<file path="src/rtl/pe_pkg.sv">
package pe_pkg;

    // width of the value and result fields
    localparam int FIELD_W = 32;

    // widest multiplier operand of the shared MAC
    localparam int MUL_W = 32;

    localparam int MAX_COEFFS_DEF = 32;
    localparam int VALUE_BITS_DEF = 32;

    // beat kinds on the input channel
    localparam logic FUNC_COEFF = 1'b0;
    localparam logic FUNC_POINT = 1'b1;

endpackage

</file>
<file path="src/rtl/polynomial_evaluator.sv">
// Channel  Dir  Handshake          Payload
// s_       in   s_valid / s_ready  s_func, s_value, s_last
// m_       out  m_valid / m_ready  m_result, m_line_end, m_overflowed
//
// A coefficient beat leaves s_ready high.
// A point beat holds s_ready low through N Horner steps of P partial products
// each on the shared MAC, N being the stored coefficient count (P is 1 for
// VALUE_BITS up to 32, 3 up to 64) and until the result is loaded into m_;
// an empty polynomial skips the MAC. Reset (aresetn low, synchronous) empties
// the polynomial; the store itself is not cleared, only entries below the count are ever read.
// A result held on a stalled m_ channel does not stop coefficient loading.
module polynomial_evaluator #(
    parameter int MAX_COEFFS = pe_pkg::MAX_COEFFS_DEF,
    parameter int VALUE_BITS = pe_pkg::VALUE_BITS_DEF
) (
    input  logic                               aclk,
    input  logic                               aresetn,
    input  logic                               s_valid,
    output logic                               s_ready,
    input  logic                               s_func,
    input  logic signed [pe_pkg::FIELD_W-1:0]  s_value,
    input  logic                               s_last,
    output logic                               m_valid,
    input  logic                               m_ready,
    output logic signed [pe_pkg::FIELD_W-1:0]  m_result,
    output logic                               m_line_end,
    output logic                               m_overflowed
);

    // MAC chunking: VALUE_BITS is cut into chunks no wider than the multiplier
    localparam int CW    = (VALUE_BITS < pe_pkg::MUL_W) ? VALUE_BITS : pe_pkg::MUL_W;
    localparam int NCH   = (VALUE_BITS + CW - 1) / CW;
    localparam int PW    = 2 * CW;
    localparam int CIW   = (NCH > 1) ? $clog2(NCH) : 1;
    localparam int AW    = (MAX_COEFFS > 1) ? $clog2(MAX_COEFFS) : 1;
    localparam int CNT_W = $clog2(MAX_COEFFS + 1);
    localparam int FW    = pe_pkg::FIELD_W;

    typedef enum logic [1:0] {ST_IDLE, ST_EVAL, ST_DRAIN} state_t;

    // control
    state_t                 state_reg, state_next;
    logic [CNT_W-1:0]       cnt_reg, cnt_next;
    logic                   after_pt_reg, after_pt_next;
    logic                   dropped_reg, dropped_next;
    logic                   m_valid_reg, m_valid_next;

    // datapath
    logic [AW-1:0]          k_reg, k_next;
    logic [CIW-1:0]         pi_reg, pi_next;
    logic [CIW-1:0]         pj_reg, pj_next;
    logic [VALUE_BITS-1:0]  acc_reg, acc_next;
    logic [VALUE_BITS-1:0]  sum_reg, sum_next;
    logic [VALUE_BITS-1:0]  val_reg, val_next;
    logic                   pend_last_reg, pend_last_next;
    logic                   pend_ovf_reg, pend_ovf_next;
    logic [FW-1:0]          res_reg, res_next;
    logic                   line_end_reg, line_end_next;
    logic                   ovf_reg, ovf_next;

    // coefficient store
    logic [FW-1:0]          mem [MAX_COEFFS];
    logic [FW-1:0]          rd_data_reg;
    logic                   wr_en;
    logic [AW-1:0]          wr_addr;

    // MAC signals
    logic [NCH*CW-1:0]      acc_ext;
    logic [NCH*CW-1:0]      val_ext;
    logic [CW-1:0]          a_chunk;
    logic [CW-1:0]          b_chunk;
    logic [PW-1:0]          prod;
    logic [CIW:0]           sh_idx;
    logic [VALUE_BITS-1:0]  pp;
    logic [VALUE_BITS-1:0]  coef_ext;
    logic                   first_pair;
    logic                   row_end;
    logic                   step_done;
    logic                   k_last;

    assign s_ready      = (state_reg == ST_IDLE);
    assign m_valid      = m_valid_reg;
    assign m_result     = signed'(res_reg);
    assign m_line_end   = line_end_reg;
    assign m_overflowed = ovf_reg;

    // one partial product of acc * point per cycle, chunk pi of acc by chunk pj of point
    assign acc_ext    = (NCH*CW)'(acc_reg);
    assign val_ext    = (NCH*CW)'(val_reg);
    assign a_chunk    = acc_ext[pi_reg*CW +: CW];
    assign b_chunk    = val_ext[pj_reg*CW +: CW];
    assign prod       = PW'(a_chunk) * PW'(b_chunk);
    assign sh_idx     = {1'b0, pi_reg} + {1'b0, pj_reg};
    assign pp         = VALUE_BITS'(prod << (sh_idx * CW));
    assign coef_ext   = VALUE_BITS'(signed'(rd_data_reg));
    assign first_pair = (pi_reg == '0) && (pj_reg == '0);
    // only products below 2^VALUE_BITS matter: chunk pairs with pi + pj < NCH
    assign row_end    = (sh_idx == (CIW+1)'(NCH - 1));
    assign step_done  = row_end && (pi_reg == CIW'(NCH - 1));
    assign sum_next   = (first_pair ? coef_ext : sum_reg) + pp;
    assign k_last     = ((CNT_W'(k_reg) + CNT_W'(1)) == cnt_reg);

    always_comb begin
        state_next     = state_reg;
        cnt_next       = cnt_reg;
        after_pt_next  = after_pt_reg;
        dropped_next   = dropped_reg;
        m_valid_next   = m_valid_reg;
        k_next         = k_reg;
        pi_next        = pi_reg;
        pj_next        = pj_reg;
        acc_next       = acc_reg;
        val_next       = val_reg;
        pend_last_next = pend_last_reg;
        pend_ovf_next  = pend_ovf_reg;
        res_next       = res_reg;
        line_end_next  = line_end_reg;
        ovf_next       = ovf_reg;
        wr_en          = 1'b0;
        wr_addr        = cnt_reg[AW-1:0];

        if (m_valid_reg && m_ready) begin
            m_valid_next = 1'b0;
        end

        case (state_reg)
            ST_IDLE: begin
                k_next  = '0;
                pi_next = '0;
                pj_next = '0;
                if (s_valid) begin
                    if (s_func == pe_pkg::FUNC_COEFF) begin
                        if (after_pt_reg) begin
                            // first coefficient of a new polynomial
                            wr_en         = 1'b1;
                            wr_addr       = '0;
                            cnt_next      = CNT_W'(1);
                            dropped_next  = 1'b0;
                            after_pt_next = 1'b0;
                        end else if (cnt_reg < CNT_W'(MAX_COEFFS)) begin
                            wr_en    = 1'b1;
                            cnt_next = cnt_reg + CNT_W'(1);
                        end else begin
                            dropped_next = 1'b1;
                        end
                    end else begin
                        after_pt_next  = 1'b1;
                        pend_last_next = s_last;
                        pend_ovf_next  = dropped_reg;
                        val_next       = VALUE_BITS'(s_value);
                        acc_next       = '0;
                        state_next     = (cnt_reg == '0) ? ST_DRAIN : ST_EVAL;
                    end
                end
            end

            ST_EVAL: begin
                if (step_done) begin
                    pi_next  = '0;
                    pj_next  = '0;
                    acc_next = sum_next;
                    if (k_last) begin
                        state_next = ST_DRAIN;
                    end else begin
                        k_next = k_reg + AW'(1);
                    end
                end else if (row_end) begin
                    pi_next = pi_reg + CIW'(1);
                    pj_next = '0;
                end else begin
                    pj_next = pj_reg + CIW'(1);
                end
            end

            ST_DRAIN: begin
                if (!m_valid_reg || m_ready) begin
                    m_valid_next  = 1'b1;
                    res_next      = FW'(signed'(acc_reg));
                    line_end_next = pend_last_reg;
                    ovf_next      = pend_ovf_reg;
                    state_next    = ST_IDLE;
                end
            end

            default: begin
                state_next = ST_IDLE;
            end
        endcase
    end

    always_ff @(posedge aclk) begin
        if (!aresetn) begin
            state_reg    <= ST_IDLE;
            cnt_reg      <= '0;
            after_pt_reg <= 1'b1;
            dropped_reg  <= 1'b0;
            m_valid_reg  <= 1'b0;
        end else begin
            state_reg    <= state_next;
            cnt_reg      <= cnt_next;
            after_pt_reg <= after_pt_next;
            dropped_reg  <= dropped_next;
            m_valid_reg  <= m_valid_next;
        end
        k_reg         <= k_next;
        pi_reg        <= pi_next;
        pj_reg        <= pj_next;
        acc_reg       <= acc_next;
        sum_reg       <= sum_next;
        val_reg       <= val_next;
        pend_last_reg <= pend_last_next;
        pend_ovf_reg  <= pend_ovf_next;
        res_reg       <= res_next;
        line_end_reg  <= line_end_next;
        ovf_reg       <= ovf_next;
    end

    // store: read address runs one step ahead so data is ready on entering each step
    always_ff @(posedge aclk) begin
        if (wr_en) begin
            mem[wr_addr] <= s_value;
        end
        rd_data_reg <= mem[k_next];
    end

endmodule

</file>
<file path="config.mk">
export PLATFORM = sky130hd
export DESIGN_NAME = polynomial_evaluator
export DESIGN_NICKNAME = d
export VERILOG_FILES = /design/src/rtl/pe_pkg.sv /design/src/rtl/polynomial_evaluator.sv
export SDC_FILE = /design/constraint.sdc
export NUM_CORES = 2
export LEC_CHECK = 0
export BUFFER_PORTS_ARGS = -buffer_cell sky130_fd_sc_hd__buf_4
export CAP_MARGIN = 20
export CORE_AREA = 8 8 363 365
export CTS_BUF_LIST = sky130_fd_sc_hd__clkbuf_4
export DETAILED_ROUTE_END_ITERATION = 12
export DIE_AREA = 0 0 371 373
export PLACE_DENSITY_LB_ADDON = 0.25
export SLEW_MARGIN = 5
export SYNTH_ARGS = -nofsm -noshare
export SYNTH_HDL_FRONTEND = slang
export SYNTH_SLANG_ARGS = --single-unit
</file>
<file path="constraint.sdc">
create_clock -name aclk -period 15.2 [get_ports aclk]
set_input_delay 4.56 -clock aclk [delete_from_list [all_inputs] [get_ports aclk]]
set_output_delay 4.56 -clock aclk [all_outputs]
set_load 0.005 [all_outputs]
</file>
==> impl_metrics.env <==
export IMPL_async_reset_ff_frac=0
export IMPL_finClkSkew_ps=106
export IMPL_path_class="reg -> reg"
export IMPL_yosys_area_share_simple=0.166
export IMPL_viasPerCell=5.73
export IMPL_dieArea_um2=138000
export IMPL_design_area_um2=70000
export IMPL_setup_viol=0
export IMPL_fillers=10746
export IMPL_synth_area_top_cells="edfxtp_1 53%, fa_1 13%, nand2_1 8.7%"
export IMPL_synthTopCellsByCount="1,474 x nand2_1, 1,126 x edfxtp_1, 432 x nor2_1"
export IMPL_crit_required_ps=16200
export IMPL_worst_pin_slew_ps=1210
export IMPL_root_buffer="clkbuf_4"
export IMPL_routed_via_count=44643
export IMPL_htreeDepth=5
export IMPL_synth_top_cell_by_area="edfxtp_1"
export IMPL_synth_edf_count=1126
export IMPL_post_route_period_util=0.693
export IMPL_drive_gt1_frac=0.126
export IMPL_finalNetCount=6501
export IMPL_ios=74
export IMPL_cp_slowest_cell="nand2_1"
export IMPL_cts_tree="built"
export IMPL_coreArea_um2=126000
export IMPL_synth_most_common_cell="nand2_1"
export IMPL_synth_nets=6299
export IMPL_register_area_um2=35400
export IMPL_drt_iter0_drc=5209
export IMPL_synth_seq_cells=1206
export IMPL_fin_crit_ps=10530
export IMPL_initial_core_util=0.503
export IMPL_slew_limit_headroom=0.192
export IMPL_synth_top_family_by_area="simple AND/OR/NAND/NOR gates"
export IMPL_cp_arrival_ps=11530
export IMPL_finalWirelength_mm=195
export IMPL_yosysWarnings=0
export IMPL_cts_resized=0
export IMPL_postPlaceCellArea_um2=66000
export IMPL_first_global_vias=44110
export IMPL_max_clock_path_buffers=4
export IMPL_numClockSinks=1206
export IMPL_synth_main_ff_cell="edfxtp_1"
export IMPL_syn_area_per_cell_um2=11.2
export IMPL_floorplan_die_height_um=373
export IMPL_multi_input_area_um2=25600
export IMPL_synth_cell_types=67
export IMPL_syn_area_um2=63600
export IMPL_crit_path_max_fanout=25
export IMPL_tns_ps=0
export IMPL_clock_latency_ps=1290
export IMPL_io_buffers=73
export IMPL_regMostFlops="mem"
export IMPL_critPathLaunchType="flop"
export IMPL_grt_pass1_wl_mm=285
export IMPL_synthMuxAreaShare=0.00598
export IMPL_critPathMaxStageDelay_ps=680
export IMPL_area_delta_synth_final_pct=10.1
export IMPL_ant_nets=0
export IMPL_rsz0062_at_grt="false"
export IMPL_syn_inst=5690
export IMPL_cts_hold_buf=0
export IMPL_synth_fa_ha_area_frac=0.161
export IMPL_drtPass1Iterations=6
export IMPL_grt_total_usage=0.279
export IMPL_grt_overflow=0
export IMPL_wire_per_inst_um=25.1
export IMPL_crit_path_end_kind="flop"
export IMPL_final_max_slew_viol_count=0
export IMPL_cts_made_buffers=327
export IMPL_outcome="complete, no violations"
export IMPL_dp_cells=7224
export IMPL_synth_compound_area_frac=0.0491
export IMPL_largest_reg_flops=1024
export IMPL_antenna_found_initial=27
export IMPL_fmax_mhz=94.9
export IMPL_clk_pin_slew_ps=70
export IMPL_synth_top_area_frac=0.532
export IMPL_yosysSeqAreaShare=0.557
export IMPL_chipWidth_um=371
export IMPL_grt_max_degree=190
export IMPL_final_cells=7792
export IMPL_synthXorXnorAreaFrac=0.0166
export IMPL_rows=131
export IMPL_hold_violations=0
export IMPL_post_cts_buffers=0
export IMPL_drv_cap=0
export IMPL_path_common_cell="fa_1"
export IMPL_drcViolationCount=0
export IMPL_place_congestion=0.981
export IMPL_hold_path_class="reg -> reg"
export IMPL_dp_hpwl_mm=118
cell type report:
class,count,share of cell area
Sequential cell,1206,0.506
Multi-Input combinational cell,3759,0.366
Clock buffer,494,0.0530
Tap cell,1662,0.0297
Inverter,429,0.0234
Timing Repair Buffer,169,0.0183
Clock inverter,53,0.00297
Antenna cell,20,0.000715
worst max-delay path: cells and delay by family, from the launching register on:
kind                     cells  cell delay [ps]
AND/OR/NAND/NOR             11             2790
AO/OA/AOI/OAI                7             1850
flip-flops                   1              380
adder cells (fa/ha/maj)     10             4060
buffers and inverters        5              890
XOR/XNOR                     2              300
path summary, 6_finish.rpt:
check	cells after the start	slack [ps]	end	from
hold / removal	0	420	m_line_end	pend_last_reg
setup reg to reg	35	4670	acc_ext[30]	pi_reg
setup / recovery	35	4670	acc_ext[30]	pi_reg
hold reg to reg	0	420	m_line_end	pend_last_reg
kinds of logic (layout without fill, tap and decap cells):
logic type / after synthesis / in the layout
AND/OR/NAND/NOR: 2499 / 2499
other: 0 / 20
multiplexers: 34 / 34
buffers and inverters: 725 / 1145
flip-flops: 1206 / 1206
AO/OA/AOI/OAI: 541 / 541
XOR/XNOR: 114 / 114
adder cells (fa/ha/maj): 571 / 571
metrics by stage:
stage / setup WS [ps] / hold slack, ps / util
finish: 4670 / 424 / 0.554
global route: 4110 / 432 / 0.554
CTS: 4790 / 429 / 0.553
detailed placement: 4840 / 415 / 0.522
global placement: 4900 / 406 / 0.522
floorplan: 6100 / 400 / -
placed cells by master, fill, tap and decap left out, drive strengths merged, types with 3 or more instances in the layout:
| master | count |
|---|---|
| a211oi | 10 |
| a21o | 36 |
| a21oi | 315 |
| a311oi | 3 |
| a31oi | 10 |
| and2 | 49 |
| and3 | 47 |
| buf | 169 |
| clkbuf | 494 |
| clkinv | 47 |
| dfxtp | 80 |
| diode | 20 |
| edfxtp | 1126 |
| fa | 409 |
| ha | 162 |
| inv | 434 |
| mux2 | 32 |
| nand2 | 1474 |
| nand2b | 11 |
| nand3 | 304 |
| nand4 | 40 |
| nor2 | 432 |
| nor2b | 67 |
| nor3 | 19 |
| nor4 | 4 |
| o211ai | 3 |
| o21a | 5 |
| o21ai | 31 |
| o21bai | 11 |
| o22ai | 98 |
| or2 | 5 |
| or3 | 7 |
| or4 | 32 |
| xnor2 | 80 |
| xnor3 | 4 |
| xor2 | 30 |
routing by layer:
layer | wire length (um) | up-vias | track usage
li1 | - | 19736 | -
met1 | 74300 | 21967 | 0.362
met2 | 91000 | 2429 | 0.439
met3 | 20500 | 499 | 0.0752
met4 | 9530 | 12 | 0.128
met5 | 83 | - | 0
Power is not shown: default switching activity piles up to over one toggle a cycle in this logic, so the estimate is an artifact.
